===== src/design/sfs_pkg.sv =====
// ----------------------------------------------------------------------------
// sfs_pkg
// Types and constants shared by the sprite frame sequencer modules.
// ----------------------------------------------------------------------------
package sfs_pkg;

  localparam int unsigned ACC_W   = 25;
  localparam int unsigned CNT_W   = 5;
  localparam int unsigned FNUM_W  = 8;
  localparam int unsigned CFG_A_W = 2;
  localparam int unsigned CFG_D_W = 24;

  localparam logic [23:0] DEF_DUR_RESET = 24'd100000;

  localparam logic [1:0] FUNC_TICK    = 2'd0;
  localparam logic [1:0] FUNC_RESTART = 2'd1;
  localparam logic [1:0] FUNC_SETF    = 2'd2;
  localparam logic [1:0] FUNC_WRITE   = 2'd3;

  localparam logic [2:0] MODE_LOOP     = 3'd0;
  localparam logic [2:0] MODE_ONCE     = 3'd1;
  localparam logic [2:0] MODE_REV      = 3'd2;
  localparam logic [2:0] MODE_REV_ONCE = 3'd3;
  localparam logic [2:0] MODE_PING     = 3'd4;

  localparam logic [CFG_A_W-1:0] CFG_FRAME_COUNT = 2'd0;
  localparam logic [CFG_A_W-1:0] CFG_PLAY_MODE   = 2'd1;
  localparam logic [CFG_A_W-1:0] CFG_PAUSED      = 2'd2;
  localparam logic [CFG_A_W-1:0] CFG_DEF_DUR     = 2'd3;

  typedef struct packed {
    logic [1:0]         func;
    logic [19:0]        delta_us;
    logic [7:0]         frame_number;
    logic [4:0]         entry_index;
    logic [23:0]        entry_duration_us;
    logic [15:0]        entry_image;
    logic signed [15:0] entry_offset_x;
    logic signed [15:0] entry_offset_y;
  } sfs_in_t;

  typedef struct packed {
    logic               active;
    logic [4:0]         frame_pos;
    logic [15:0]        image_index;
    logic signed [15:0] offset_x;
    logic signed [15:0] offset_y;
    logic               finished;
  } sfs_out_t;

  typedef struct packed {
    logic [23:0]        dur;
    logic [15:0]        image;
    logic signed [15:0] ofs_x;
    logic signed [15:0] ofs_y;
  } sfs_entry_t;

  localparam int unsigned ENTRY_W = $bits(sfs_entry_t);

endpackage


===== src/design/sfs_frame_mem.sv =====
// ----------------------------------------------------------------------------
// sfs_frame_mem
// Frame table: one write port, one registered read port.
// ----------------------------------------------------------------------------
module sfs_frame_mem #(
  parameter int unsigned DEPTH = 32,
  parameter int unsigned AW    = 5,
  parameter int unsigned DW    = 72
) (
  input  logic          clk_i,
  input  logic          we_i,
  input  logic [AW-1:0] waddr_i,
  input  logic [DW-1:0] wdata_i,
  input  logic          re_i,
  input  logic [AW-1:0] raddr_i,
  output logic [DW-1:0] rdata_o
);

  logic [DW-1:0] mem_q [DEPTH];
  logic [DW-1:0] rdata_q;

  always_ff @(posedge clk_i) begin
    if (we_i) begin
      mem_q[waddr_i] <= wdata_i;
    end
  end

  always_ff @(posedge clk_i) begin
    if (re_i) begin
      rdata_q <= mem_q[raddr_i];
    end
  end

  assign rdata_o = rdata_q;

endmodule


===== src/design/sfs_cmp_sub.sv =====
// ----------------------------------------------------------------------------
// sfs_cmp_sub
// Shared compare-and-subtract unit used for frame timing and remainders.
// ----------------------------------------------------------------------------
module sfs_cmp_sub (
  input  logic [sfs_pkg::ACC_W-1:0] a_i,
  input  logic [sfs_pkg::ACC_W-1:0] b_i,
  output logic                      ge_o,
  output logic [sfs_pkg::ACC_W-1:0] diff_o
);
  import sfs_pkg::*;

  logic [ACC_W:0] sub;

  assign sub    = {1'b0, a_i} - {1'b0, b_i};
  assign ge_o   = ~sub[ACC_W];
  assign diff_o = sub[ACC_W-1:0];

endmodule


===== src/design/sprite_frame_sequencer.sv =====
// ----------------------------------------------------------------------------
// sprite_frame_sequencer
// Every accepted beat ends with S_RD (table read), S_EVAL and S_OUT; a tick
// returns to S_RD per frame advance, and a loop wrap, a set frame and the
// remainder in modes 5 to 7 use the divider in S_DIV. in_stall_o holds off a
// new beat until S_OUT registers the result beat; the shared compare-subtract
// unit does both frame timing and division. Async active-low reset clears
// control state and config; the frame table is undefined until written.
// ----------------------------------------------------------------------------
module sprite_frame_sequencer #(
  parameter int unsigned MAX_FRAMES = 32
) (
  input  logic                        clk_i,
  input  logic                        rst_ni,
  input  logic                        in_valid_i,
  output logic                        in_stall_o,
  input  sfs_pkg::sfs_in_t            in_data_i,
  output logic                        out_valid_o,
  input  logic                        out_stall_i,
  output sfs_pkg::sfs_out_t           out_data_o,
  input  logic                        cfg_valid_i,
  output logic                        cfg_ready_o,
  input  logic [sfs_pkg::CFG_A_W-1:0] cfg_index_i,
  input  logic [sfs_pkg::CFG_D_W-1:0] cfg_data_i
);
  import sfs_pkg::*;

  localparam int unsigned PW = (MAX_FRAMES > 1) ? $clog2(MAX_FRAMES) : 1;
  localparam int unsigned NW = $clog2(MAX_FRAMES + 1);

  localparam logic [2:0] S_IDLE = 3'd0;
  localparam logic [2:0] S_RD   = 3'd1;
  localparam logic [2:0] S_EVAL = 3'd2;
  localparam logic [2:0] S_DIV  = 3'd3;
  localparam logic [2:0] S_OUT  = 3'd4;

  logic [2:0]       state_q, state_d;
  logic [PW-1:0]    pos_q, pos_d;
  logic [ACC_W-1:0] elapsed_q, elapsed_d;
  logic             back_q, back_d;
  logic             done_q, done_d;
  logic             tick_run_q, tick_run_d;
  logic             out_valid_q, out_valid_d;
  sfs_out_t         out_data_q, out_data_d;

  logic [5:0]       frame_count_q;
  logic [2:0]       play_mode_q;
  logic             paused_q;
  logic [23:0]      def_dur_q;

  logic [ACC_W-1:0] div_rem_q, div_rem_d;
  logic [ACC_W-1:0] div_num_q, div_num_d;
  logic [ACC_W-1:0] div_dsr_q, div_dsr_d;
  logic [CNT_W-1:0] div_cnt_q, div_cnt_d;
  logic             div_pos_q, div_pos_d;

  logic             in_acc;
  logic [NW-1:0]    count;
  logic [NW-1:0]    pos_w;
  logic [NW-1:0]    pos_inc;
  logic [23:0]      dur;

  logic [ACC_W-1:0] cmp_a, cmp_b, cmp_diff;
  logic             cmp_ge;
  logic [ACC_W-1:0] div_step;

  logic             mem_we, mem_re;
  logic [PW-1:0]    mem_waddr;
  sfs_entry_t       mem_wdata;
  logic [ENTRY_W-1:0] mem_rdata;
  sfs_entry_t       rd_entry;

  assign in_stall_o  = (state_q != S_IDLE);
  assign in_acc      = in_valid_i && !in_stall_o;
  assign cfg_ready_o = 1'b1;
  assign out_valid_o = out_valid_q;
  assign out_data_o  = out_data_q;

  assign count = (32'(frame_count_q) > 32'(MAX_FRAMES)) ? NW'(MAX_FRAMES)
                                                         : NW'(frame_count_q);
  assign pos_w   = NW'(pos_q);
  assign pos_inc = pos_w + NW'(1);

  assign rd_entry = sfs_entry_t'(mem_rdata);
  assign dur = (rd_entry.dur != 24'd0) ? rd_entry.dur :
               (def_dur_q != 24'd0)    ? def_dur_q : 24'd1;

  assign div_step = {div_rem_q[ACC_W-2:0], div_num_q[ACC_W-1]};

  assign mem_waddr = PW'(in_data_i.entry_index);
  assign mem_wdata = '{dur:   in_data_i.entry_duration_us,
                       image: in_data_i.entry_image,
                       ofs_x: in_data_i.entry_offset_x,
                       ofs_y: in_data_i.entry_offset_y};

  sfs_frame_mem #(
    .DEPTH (MAX_FRAMES),
    .AW    (PW),
    .DW    (ENTRY_W)
  ) u_mem (
    .clk_i   (clk_i),
    .we_i    (mem_we),
    .waddr_i (mem_waddr),
    .wdata_i (mem_wdata),
    .re_i    (mem_re),
    .raddr_i (pos_q),
    .rdata_o (mem_rdata)
  );

  sfs_cmp_sub u_cmp (
    .a_i    (cmp_a),
    .b_i    (cmp_b),
    .ge_o   (cmp_ge),
    .diff_o (cmp_diff)
  );

  always_comb begin
    state_d     = state_q;
    pos_d       = pos_q;
    elapsed_d   = elapsed_q;
    back_d      = back_q;
    done_d      = done_q;
    tick_run_d  = tick_run_q;
    out_valid_d = out_valid_q;
    out_data_d  = out_data_q;
    div_rem_d   = div_rem_q;
    div_num_d   = div_num_q;
    div_dsr_d   = div_dsr_q;
    div_cnt_d   = div_cnt_q;
    div_pos_d   = div_pos_q;
    cmp_a       = div_step;
    cmp_b       = div_dsr_q;
    mem_we      = 1'b0;
    mem_re      = 1'b0;

    if (out_valid_q && !out_stall_i) begin
      out_valid_d = 1'b0;
    end

    case (state_q)
      S_IDLE: begin
        if (in_acc) begin
          state_d = S_RD;
          case (in_data_i.func)
            FUNC_TICK: begin
              if (count != '0 && !paused_q && !done_q) begin
                elapsed_d  = elapsed_q + ACC_W'(in_data_i.delta_us);
                tick_run_d = 1'b1;
              end
            end
            FUNC_RESTART: begin
              pos_d     = '0;
              elapsed_d = '0;
              back_d    = 1'b0;
              done_d    = 1'b0;
            end
            FUNC_SETF: begin
              if (count != '0) begin
                div_rem_d = '0;
                div_num_d = ACC_W'(in_data_i.frame_number) << (ACC_W - FNUM_W);
                div_dsr_d = ACC_W'(count);
                div_cnt_d = CNT_W'(FNUM_W);
                div_pos_d = 1'b1;
                state_d   = S_DIV;
              end
            end
            FUNC_WRITE: begin
              mem_we = (32'(in_data_i.entry_index) < 32'(MAX_FRAMES));
            end
            default: begin
            end
          endcase
        end
      end

      S_RD: begin
        mem_re  = 1'b1;
        state_d = S_EVAL;
      end

      S_EVAL: begin
        cmp_a = elapsed_q;
        cmp_b = ACC_W'(dur);
        if (!tick_run_q || done_q) begin
          tick_run_d = 1'b0;
          state_d    = S_OUT;
        end else if (play_mode_q > MODE_PING) begin
          div_rem_d = '0;
          div_num_d = elapsed_q;
          div_dsr_d = ACC_W'(dur);
          div_cnt_d = CNT_W'(ACC_W);
          div_pos_d = 1'b0;
          state_d   = S_DIV;
        end else if (cmp_ge) begin
          elapsed_d = cmp_diff;
          state_d   = S_RD;
          case (play_mode_q)
            MODE_LOOP: begin
              if (pos_inc < count) begin
                pos_d = PW'(pos_inc);
              end else begin
                div_rem_d = '0;
                div_num_d = ACC_W'(pos_inc) << (ACC_W - NW);
                div_dsr_d = ACC_W'(count);
                div_cnt_d = CNT_W'(NW);
                div_pos_d = 1'b1;
                state_d   = S_DIV;
              end
            end
            MODE_ONCE: begin
              if (pos_inc < count) begin
                pos_d = PW'(pos_inc);
              end else begin
                done_d = 1'b1;
              end
            end
            MODE_REV: begin
              pos_d = (pos_w == '0) ? PW'(count - NW'(1)) : PW'(pos_w - NW'(1));
            end
            MODE_REV_ONCE: begin
              if (pos_w != '0) begin
                pos_d = PW'(pos_w - NW'(1));
              end else begin
                done_d = 1'b1;
              end
            end
            MODE_PING: begin
              if (!back_q) begin
                if (pos_inc >= count) begin
                  back_d = 1'b1;
                  pos_d  = (count >= NW'(2)) ? PW'(count - NW'(2)) : '0;
                end else begin
                  pos_d = PW'(pos_inc);
                end
              end else begin
                if (pos_w == '0) begin
                  back_d = 1'b0;
                  pos_d  = (count > NW'(1)) ? PW'(1) : '0;
                end else begin
                  pos_d = PW'(pos_w - NW'(1));
                end
              end
            end
            default: begin
            end
          endcase
        end else begin
          tick_run_d = 1'b0;
          state_d    = S_OUT;
        end
      end

      S_DIV: begin
        div_rem_d = cmp_ge ? cmp_diff : div_step;
        div_num_d = div_num_q << 1;
        div_cnt_d = div_cnt_q - CNT_W'(1);
        if (div_cnt_q == CNT_W'(1)) begin
          if (div_pos_q) begin
            pos_d   = PW'(div_rem_d);
            state_d = S_RD;
          end else begin
            elapsed_d  = div_rem_d;
            tick_run_d = 1'b0;
            state_d    = S_OUT;
          end
        end
      end

      S_OUT: begin
        if (!out_valid_q || !out_stall_i) begin
          out_valid_d = 1'b1;
          if (count == '0) begin
            out_data_d = '0;
          end else begin
            out_data_d = '{active:      1'b1,
                           frame_pos:   5'(pos_q),
                           image_index: rd_entry.image,
                           offset_x:    rd_entry.ofs_x,
                           offset_y:    rd_entry.ofs_y,
                           finished:    done_q};
          end
          state_d = S_IDLE;
        end
      end

      default: begin
        state_d = S_IDLE;
      end
    endcase
  end

  always_ff @(posedge clk_i or negedge rst_ni) begin
    if (!rst_ni) begin
      state_q     <= S_IDLE;
      pos_q       <= '0;
      elapsed_q   <= '0;
      back_q      <= 1'b0;
      done_q      <= 1'b0;
      tick_run_q  <= 1'b0;
      out_valid_q <= 1'b0;
    end else begin
      state_q     <= state_d;
      pos_q       <= pos_d;
      elapsed_q   <= elapsed_d;
      back_q      <= back_d;
      done_q      <= done_d;
      tick_run_q  <= tick_run_d;
      out_valid_q <= out_valid_d;
    end
  end

  always_ff @(posedge clk_i) begin
    out_data_q <= out_data_d;
    div_rem_q  <= div_rem_d;
    div_num_q  <= div_num_d;
    div_dsr_q  <= div_dsr_d;
    div_cnt_q  <= div_cnt_d;
    div_pos_q  <= div_pos_d;
  end

  always_ff @(posedge clk_i or negedge rst_ni) begin
    if (!rst_ni) begin
      frame_count_q <= '0;
      play_mode_q   <= MODE_LOOP;
      paused_q      <= 1'b0;
      def_dur_q     <= DEF_DUR_RESET;
    end else if (cfg_valid_i) begin
      case (cfg_index_i)
        CFG_FRAME_COUNT: frame_count_q <= cfg_data_i[5:0];
        CFG_PLAY_MODE:   play_mode_q   <= cfg_data_i[2:0];
        CFG_PAUSED:      paused_q      <= cfg_data_i[0];
        CFG_DEF_DUR:     def_dur_q     <= cfg_data_i;
        default: begin
        end
      endcase
    end
  end

endmodule

===== config.mk =====
export PLATFORM = sky130hd
export DESIGN_NAME = sprite_frame_sequencer
export DESIGN_NICKNAME = d
export VERILOG_FILES = /design/src/design/sfs_pkg.sv /design/src/design/sfs_frame_mem.sv /design/src/design/sfs_cmp_sub.sv /design/src/design/sprite_frame_sequencer.sv
export SDC_FILE = /design/constraint.sdc
export NUM_CORES = 2
export LEC_CHECK = 0
export BUFFER_PORTS_ARGS = -buffer_cell sky130_fd_sc_hd__buf_2
export CAP_MARGIN = 10
export CORE_UTILIZATION = 59
export DETAILED_ROUTE_END_ITERATION = 16
export GPL_TIMING_DRIVEN = 0
export HOLD_SLACK_MARGIN = 0.12
export MAX_ROUTING_LAYER = met4
export PLACE_DENSITY_LB_ADDON = 0.3
export SETUP_SLACK_MARGIN = 0.05
export SYNTH_ARGS = -nofsm -noshare
export SYNTH_HDL_FRONTEND = slang
export SYNTH_HIERARCHICAL = 1
export SYNTH_SLANG_ARGS = --single-unit

===== constraint.sdc =====
create_clock -name clk_i -period 9.3 [get_ports clk_i]
set_input_delay 0.465 -clock clk_i [delete_from_list [all_inputs] [get_ports clk_i]]
set_output_delay 0.465 -clock clk_i [all_outputs]
set_load 0.05 [all_outputs]

# After elaboration in Yosys (flattened, before gate mapping)

Memories as Yosys holds them, arrays and structs flattened. A register that Yosys moved wholly into a read port is not among the register bits.
Cells that the tools add are included.
W data, S select, Z words.

Output and inout port bits: 58
Bits in writable memories: 2,304
Word-level logic and storage cells: 241
Memories: 1
Register bits: 206

Memory list:

| name        | words | bits a word | rd ports | clocked after memory_dff | write ports | line                | text |
|---|---|---|---|---|---|---|---|
| u_mem.mem_q | 32    | 72          | 1        | 1                        | 1           | sfs_frame_mem.sv:19 | `logic [DW-1:0] mem_q [DEPTH];` |

Equal/unequal tests: 42
Multiplexer cells: 124
Add/sub/neg operators: 7
$lt $le $gt $ge: 6
Reduce and logical (&&, ||, !) cells: 39

Operators by type and width:

| operator              | count |
|---|---|
| $mux W25              | 26 |
| $mux W24              | 10 |
| $pmux W25 S3          | 2 |
| $mux W5               | 22 |
| $pmux W25 S2          | 2 |
| $pmux W24 S3          | 1 |
| $mux W55              | 1 |
| $reduce_bool A24 Y1   | 2 |
| $mux W1               | 39 |
| $pmux W5 S3           | 2 |
| $sub A25 B25 Y26      | 1 |
| $add A25 B20 Y25      | 1 |
| $ne A3 B3 Y1 const B  | 8 |
| $reduce_and A8 Y1     | 3 |
| $mux W3               | 7 |
| $ne A2 B2 Y1 const B  | 10 |
| $pmux W5 S4           | 1 |
| $reduce_and A9 Y1     | 2 |
| $pmux W3 S5           | 1 |
| $sub A5 B1 Y5 const B | 3 |
| $eq A3 B2 Y1 const B  | 4 |
| $logic_not A6 Y1      | 2 |
| $reduce_bool A6 Y1    | 2 |
| $reduce_and A11 Y1    | 1 |
| 32 further kinds      | 65 |

# Logic depth before layout (Yosys ltp)

Depth in word-level cells: 11
Mapped depth: 25
Depth with buffers taken out: 21

# Hierarchy

The synthesis kept the hierarchy.

By module, submodules not included:

| module                 | cells an instance | sequential area each (sq um) | instances | area each (sq um) |
|---|---|---|---|---|
| sfs_frame_mem          | 4,208             | 71,348.4                     | 1         | 89,843.7 |
| sprite_frame_sequencer | 1,161             | 5,808.1                      | 1         | 11,593.6 |
| sfs_cmp_sub            | 231               | 0.0                          | 1         | 1,552.7 |

# Worst setup path before layout

No wires, ideal clock.

Kind: register to register
Start point: register state_q[0]
End point: register div_cnt_q[0] (enable)
Path buffers: 7
Arrival time: 8.021 ns
Cell stages (with the launch flop): 22
Slack: 0.746 ns
Required time: 8.767 ns
Cell sequence: dfrtp_1 -> clkbuf_1 -> nor3b_1 -> clkbuf_1 -> clkbuf_1 -> buf_1 -> nand2_1 -> nand2_1 -> ha_1 -> buf_2 -> nand2_1 -> o21a_1 -> o32ai_1 -> a21o_4 -> a21oi_2 -> a21boi_1 -> clkbuf_1 -> buf_1 -> o21ai_0 -> a22oi_1 -> nand2_1 -> nor3_1

Word-level cells in the longest chain between the ends: 5
Elaborated cells on any way between the ends: 18
Those cells by class: add/sub: 1; eq/ne: 9; mux: 2; reduce/logical: 6

RTL lines:

| item                               | line                          | text |
|---|---|---|
| start, declared                    | sprite_frame_sequencer.sv:37  | `logic [2:0] state_q, state_d;` |
| start signal, assigned             | sprite_frame_sequencer.sv:302 | `state_q <= state_d;` |
| $eq A3 B2 Y1                       | sprite_frame_sequencer.sv:140 | `case (state_q)` |
| $mux W25                           | sprite_frame_sequencer.sv:140 |  |
| named net cmp_a[8]                 | sprite_frame_sequencer.sv:63  | `logic [ACC_W-1:0] cmp_a, cmp_b, cmp_diff;` |
| $sub A25 B25 Y26                   | sfs_cmp_sub.sv:15             | `assign sub = {1'b0, a_i} - {1'b0, b_i};` |
| $ne A3 B3 Y1 (no source line)      | --                            |  |
| $reduce_and A8 Y1 (no source line) | --                            |  |
| end signal, assigned               | sprite_frame_sequencer.sv:317 | `div_cnt_q <= div_cnt_d;` |
| end, declared                      | sprite_frame_sequencer.sv:54  | `logic [CNT_W-1:0] div_cnt_q, div_cnt_d;` |

The timed path passes the listed nets, and every way through them passes these cells.
A chain may end at the register's enable or synchronous reset.

# Worst setup path after layout

Start point: register state_q[2]
End point: register div_rem_q[22] (enable)

Word-level cells in the longest chain between the ends: 5
Elaborated cells on any way between the ends: 18
Those cells by class: add/sub: 1; eq/ne: 9; mux: 2; reduce/logical: 6

RTL lines:

| item                               | line                          | text |
|---|---|---|
| $eq A3 B2 Y1                       | sprite_frame_sequencer.sv:140 |  |
| $mux W25                           | sprite_frame_sequencer.sv:140 |  |
| named net cmp_a[7]                 | sprite_frame_sequencer.sv:63  |  |
| $sub A25 B25 Y26                   | sfs_cmp_sub.sv:15             |  |
| $ne A3 B3 Y1 (no source line)      | --                            |  |
| $reduce_and A8 Y1 (no source line) | --                            |  |
| end signal, assigned               | sprite_frame_sequencer.sv:314 | `div_rem_q <= div_rem_d;` |
| end, declared                      | sprite_frame_sequencer.sv:51  | `logic [ACC_W-1:0] div_rem_q, div_rem_d;` |

The timed path passes the listed nets, and every way through them passes these cells.

==> impl_results.md <==
* CTS H-tree depth at 4
* Share of the core filled with cells in the final layout at between 60 and 70%
* Detail-routed via count per cell at a little under 7
* Number of antenna violations at the first check in global routing at 18
* Clock Sinks at between 2000 and 3000
* Worst slack at placement at roughly 1.4 ns
* Initial cell density of the core at about 60%
* Area overhead of the layout relative to synthesis at 15.30%
* Number of synthesized flops with an enable pin at about 2500
* Hold-critical path depth at 5
* Floorplan die height at 419.8 um
* RSZ-0062 raised after global routing: false
* Number of remaining DRC errors at 0
* Filler-free cell count of the finished design at slightly below 9000
* Post-synthesis average cell area at approximately 18 um2
* Sequential cell area fraction in the yosys report at roughly 75%
* Reg2reg start: state_q[2]
* Total global routing overflow at 0
* Largest net degree at the start of global routing at between 50 and 60
* Post-layout net count at approximately 6500
* Final hold violation count at 0
* GRT Overall Usage at about a third
* Via count of the first global-routing pass at around 60000
* Hold WC Path Type: in2reg
* Count of distinct cell types in the synthesized netlist at 86
* Area of combinational cells with multiple inputs at approximately 24000 um2
* Source-to-sink clock delay at the later pin of the worst-skew pair at between 0.9 and 1 ns
* VDD IR-drop max at between 200 and 250 uV
* CP arrival at ~8.6 ns
* Total setup buffers inserted after CTS at 0
* Number of warnings printed during yosys synthesis at 6
* Max-capacitance violation count at 0
* Total placed cells including tap cells at between 8000 and 9000
* Setup crit start kind: flip-flop
* FFs w/ async S/R, synth at 2.751%
* Final worst path period share at 86.42%
* Destination of the worst hold path: elapsed_q[17]
* Shortest period the worst path allows at approximately 8 ns
* Met1 global-route usage at 45.73%
* Top_reg_cell synth: sky130_fd_sc_hd__edfxtp_1
* Leakage power at about 40 nW
* Gates resized, CTS repair at 0
* Post-layout total power at roughly 36 mW
* Clock buffer count from CTS at 239
* Achievable Freq at between 100 and 150 MHz
* Highest fanout seen on the critical path at 11
* Wire length of the first global-routing pass at between 400000 and 500000 um
* Area of the placeable core at 172500 um2
* Run status: finished clean
* GRT Max-Usage Layer: met2
* Worst slew slack as a fraction of its limit at 2.268%
* Total half-perimeter wirelength after legalization and detailed placement at between 150000 and 200000 um
* Hold path start: in_data_i[101]
* Path depth of the worst reg2reg path at 23
* Die area at 176200 um2
* Average wire per cell in the routed design at approximately 33 um
* X dimension of the die at 419.8 um
* Fraction of met3 tracks used by global routing at under 10%
* Syn Inst Count at 5600
* TritonCTS clock tree: built
* Cell Area, Synth at between 100000 and 150000 um2
* Number of max-slew violations in the final report at 0
* First-pass iteration count of the detailed router at 6
* Final number of setup-violating endpoints at 0
* Top Ports at between 150 and 200
* Routability congestion estimate at between 0.9 and 1
* Port buffer count at approximately 190
* Crit path kind: reg2reg
* FF-to-FF setup slack at between 1 and 1.5 ns
* Post-route clock skew at ~0.06 ns
* Type of element capturing the critical path: flip-flop
* Share of final-layout standard cells stronger than drive strength 1 at a little under a fifth
* Filler instances at around 11000
* Met2 Usage GRT at between 50% and 60%
* Number of buffers on the longest clock path at 3
* Final worst slack at 1.263 ns
* Buffer cell driving the clock tree root: sky130_fd_sc_hd__clkbuf_16
* Number of vias in the routed layout at roughly 60000
* Worst slew pin tran at between 1 and 1.5 ns
* Flip-flop and latch count after synthesis at 2581
* Clk pin slew, worst setup/hold paths at roughly 0.060 ns
* Starting DRT DRC Count at about 8500
* Remaining number of nets flagged by the antenna check after routing at 0
* Sequential Area at a little under 80000 um2
* Synthesized Nets at 5801
* Power per cell area at around 300 nW/um2
* Total Wirelength at between 200000 and 300000 um
* Number of cell rows at 152
* Worst flop-to-flop path endpoint: div_rem_q[22]
* Worst path required time at 9.88 ns
## cells in the final DEF (no fill, tap or decap), types with 65 or more instances in the layout
| master | Yosys | final |
|---|---|---|
| sky130_fd_sc_hd__mux4_2 | 296 | 296 |
| sky130_fd_sc_hd__buf_2 | 85 | 278 |
| sky130_fd_sc_hd__dfrtp_1 | 65 | 65 |
| sky130_fd_sc_hd__buf_12 | 0 | 100 |
| sky130_fd_sc_hd__dlygate4sd3_1 | 0 | 118 |
| sky130_fd_sc_hd__a22oi_1 | 372 | 372 |
| sky130_fd_sc_hd__nand3_1 | 161 | 161 |
| sky130_fd_sc_hd__nor2_1 | 152 | 120 |
| sky130_fd_sc_hd__edfxtp_1 | 2510 | 2510 |
| sky130_fd_sc_hd__clkbuf_1 | 162 | 206 |
| sky130_fd_sc_hd__o21ai_0 | 91 | 91 |
| sky130_fd_sc_hd__mux2i_1 | 600 | 600 |
| sky130_fd_sc_hd__nand2_1 | 190 | 190 |
| sky130_fd_sc_hd__clkbuf_16 | 0 | 241 |
| sky130_fd_sc_hd__a21oi_1 | 103 | 101 |
## registers in the layout, indices dropped and copies added (netlist names), 6 cells and up
name / cells
u_mem/mem_q: 2304
u_mem/rdata_o: 72
out_data_o: 55
div_num_q: 25
elapsed_q: 25
def_dur_q: 24
div_dsr_q: 24
div_rem_q: 24
frame_count_q: 6
## where the power goes
part / switching (mW) / total (mW) / internal, mW
clock: 4.35 / 9.63 / 5.29
sequential: 0.377 / 13.9 / 13.6
combinational: 8.21 / 12.7 / 4.48
total: 12.9 / 36.3 / 23.3
## area by class of cell
type                       instances  area share, %
buffer                           317          1.353
antenna                           17        0.03582
tap                             2310          2.434
inverter                          56         0.1812
clock inverter                   161          1.235
clock buffer                     289          5.247
multi-input combinational       2646          20.45
sequential                      2581          64.97
timing repair buffer             442          4.086
## cells by family after synthesis
family / count (synthesis) / share of synthesized area, %
other: 2 / 0.007292
buffers and inverters: 373 / 1.762
adder cells (fa/ha/maj): 63 / 0.7799
XOR/XNOR: 36 / 0.3062
flip-flops: 2581 / 74.92
AO/OA/AOI/OAI: 840 / 5.782
AND/OR/NAND/NOR: 767 / 3.683
multiplexers: 938 / 12.76
## critical path, stage by stage (launching register included)
cell and delay [ns]:
sky130_fd_sc_hd__dfrtp_1 0.42, sky130_fd_sc_hd__clkbuf_1 0.26, sky130_fd_sc_hd__nor3b_1 0.33, sky130_fd_sc_hd__clkbuf_1 0.53, sky130_fd_sc_hd__clkbuf_1 0.62, sky130_fd_sc_hd__buf_1 0.39, sky130_fd_sc_hd__nand2_1 0.10, sky130_fd_sc_hd__nand2_1 0.15
sky130_fd_sc_hd__ha_1 0.17, sky130_fd_sc_hd__clkbuf_1 0.34, sky130_fd_sc_hd__a21oi_1 0.12, sky130_fd_sc_hd__o21a_1 0.15, sky130_fd_sc_hd__o32ai_1 0.32, sky130_fd_sc_hd__a21o_4 0.20, sky130_fd_sc_hd__a21oi_2 0.09, sky130_fd_sc_hd__a21boi_1 0.14
sky130_fd_sc_hd__clkbuf_1 0.69, sky130_fd_sc_hd__buf_1 0.70, sky130_fd_sc_hd__o21ai_0 0.36, sky130_fd_sc_hd__a22oi_1 0.22, sky130_fd_sc_hd__nand2_1 0.18, sky130_fd_sc_hd__nor3_2 0.79, sky130_fd_sc_hd__buf_6 0.27, sky130_fd_sc_hd__buf_6 0.18
## through the flow
| step | hold slack, ns | setup TNS [ns] | instance area [um2] |
|---|---|---|---|
| finish | 0.1766 | 0 | 118700 |
| global route | 0.1974 | 0 | 118700 |
| CTS | 0.1309 | 0 | 118700 |
| detailed placement | 0.4229 | 0 | 109800 |
| global placement | 0.4953 | -2593.12 | 106900 |
| floorplan | 0.1694 | 0 | 103000 |
## per-layer routing
| layer | up-vias | part of all wire (%) |
|---|---|---|
| met5 | - | 0 |
| met4 | 0 | 5.1 |
| met3 | 813 | 12 |
| met2 | 4347 | 46 |
| met1 | 30570 | 36 |
| li1 | 24220 | - |
## what timing repair did
action | 4_1_cts | 5_1_grt
endpoints found under the hold margin | 2435 | 0
hold buffers | 119 | 0
endpoints found under the setup margin | 0 | 0
## synth_stat cells, drive strengths merged (7+ instances only)
master / count / area, um2
o211ai: 16 / 120.1
or3: 11 / 68.82
and2: 65 / 406.6
a21o: 19 / 150.1
mux4: 296 / 6666
dfrtp: 65 / 1627
edfxtp: 2510 / 75370
clkbuf: 162 / 608.1
a21oi: 106 / 541.8
mux2i: 600 / 6006
inv: 55 / 206.5
nand2b: 10 / 62.56
nor3: 27 / 135.1
a2111oi: 8 / 76.32
a22o: 61 / 534.3
nor2b: 30 / 187.7
xnor2: 21 / 183.9
a31oi: 54 / 352.8
nor2: 155 / 589.3
and3: 12 / 75.07
buf: 155 / 996.0
o21bai: 8 / 60.06
o21a: 13 / 97.59
a211oi: 17 / 132.6
xor2: 15 / 131.4
a221oi: 18 / 157.7
nand4: 37 / 231.5
mux2: 42 / 473.0
a22oi: 372 / 2793
nor3b: 7 / 57.55
nand2: 190 / 713.2
nor4: 24 / 156.4
nand3b: 11 / 82.58
nand3: 161 / 805.8
o21ai: 97 / 485.5
ha: 61 / 763.2
## how the worst max path moves through the flow
stage          startpoint       endpoint
6_report       state_q[2]  div_rem_q[22]
3_3_place_gp   state_q[2]  div_rem_q[21]
4_1_cts        state_q[0]  div_rem_q[11]
3_5_place_dp   state_q[0]  div_rem_q[20]
2_1_floorplan  state_q[0]   div_cnt_q[0]
5_1_grt        state_q[1]  div_rem_q[15]
No activity file was read; power rests on OpenSTA's default activity.
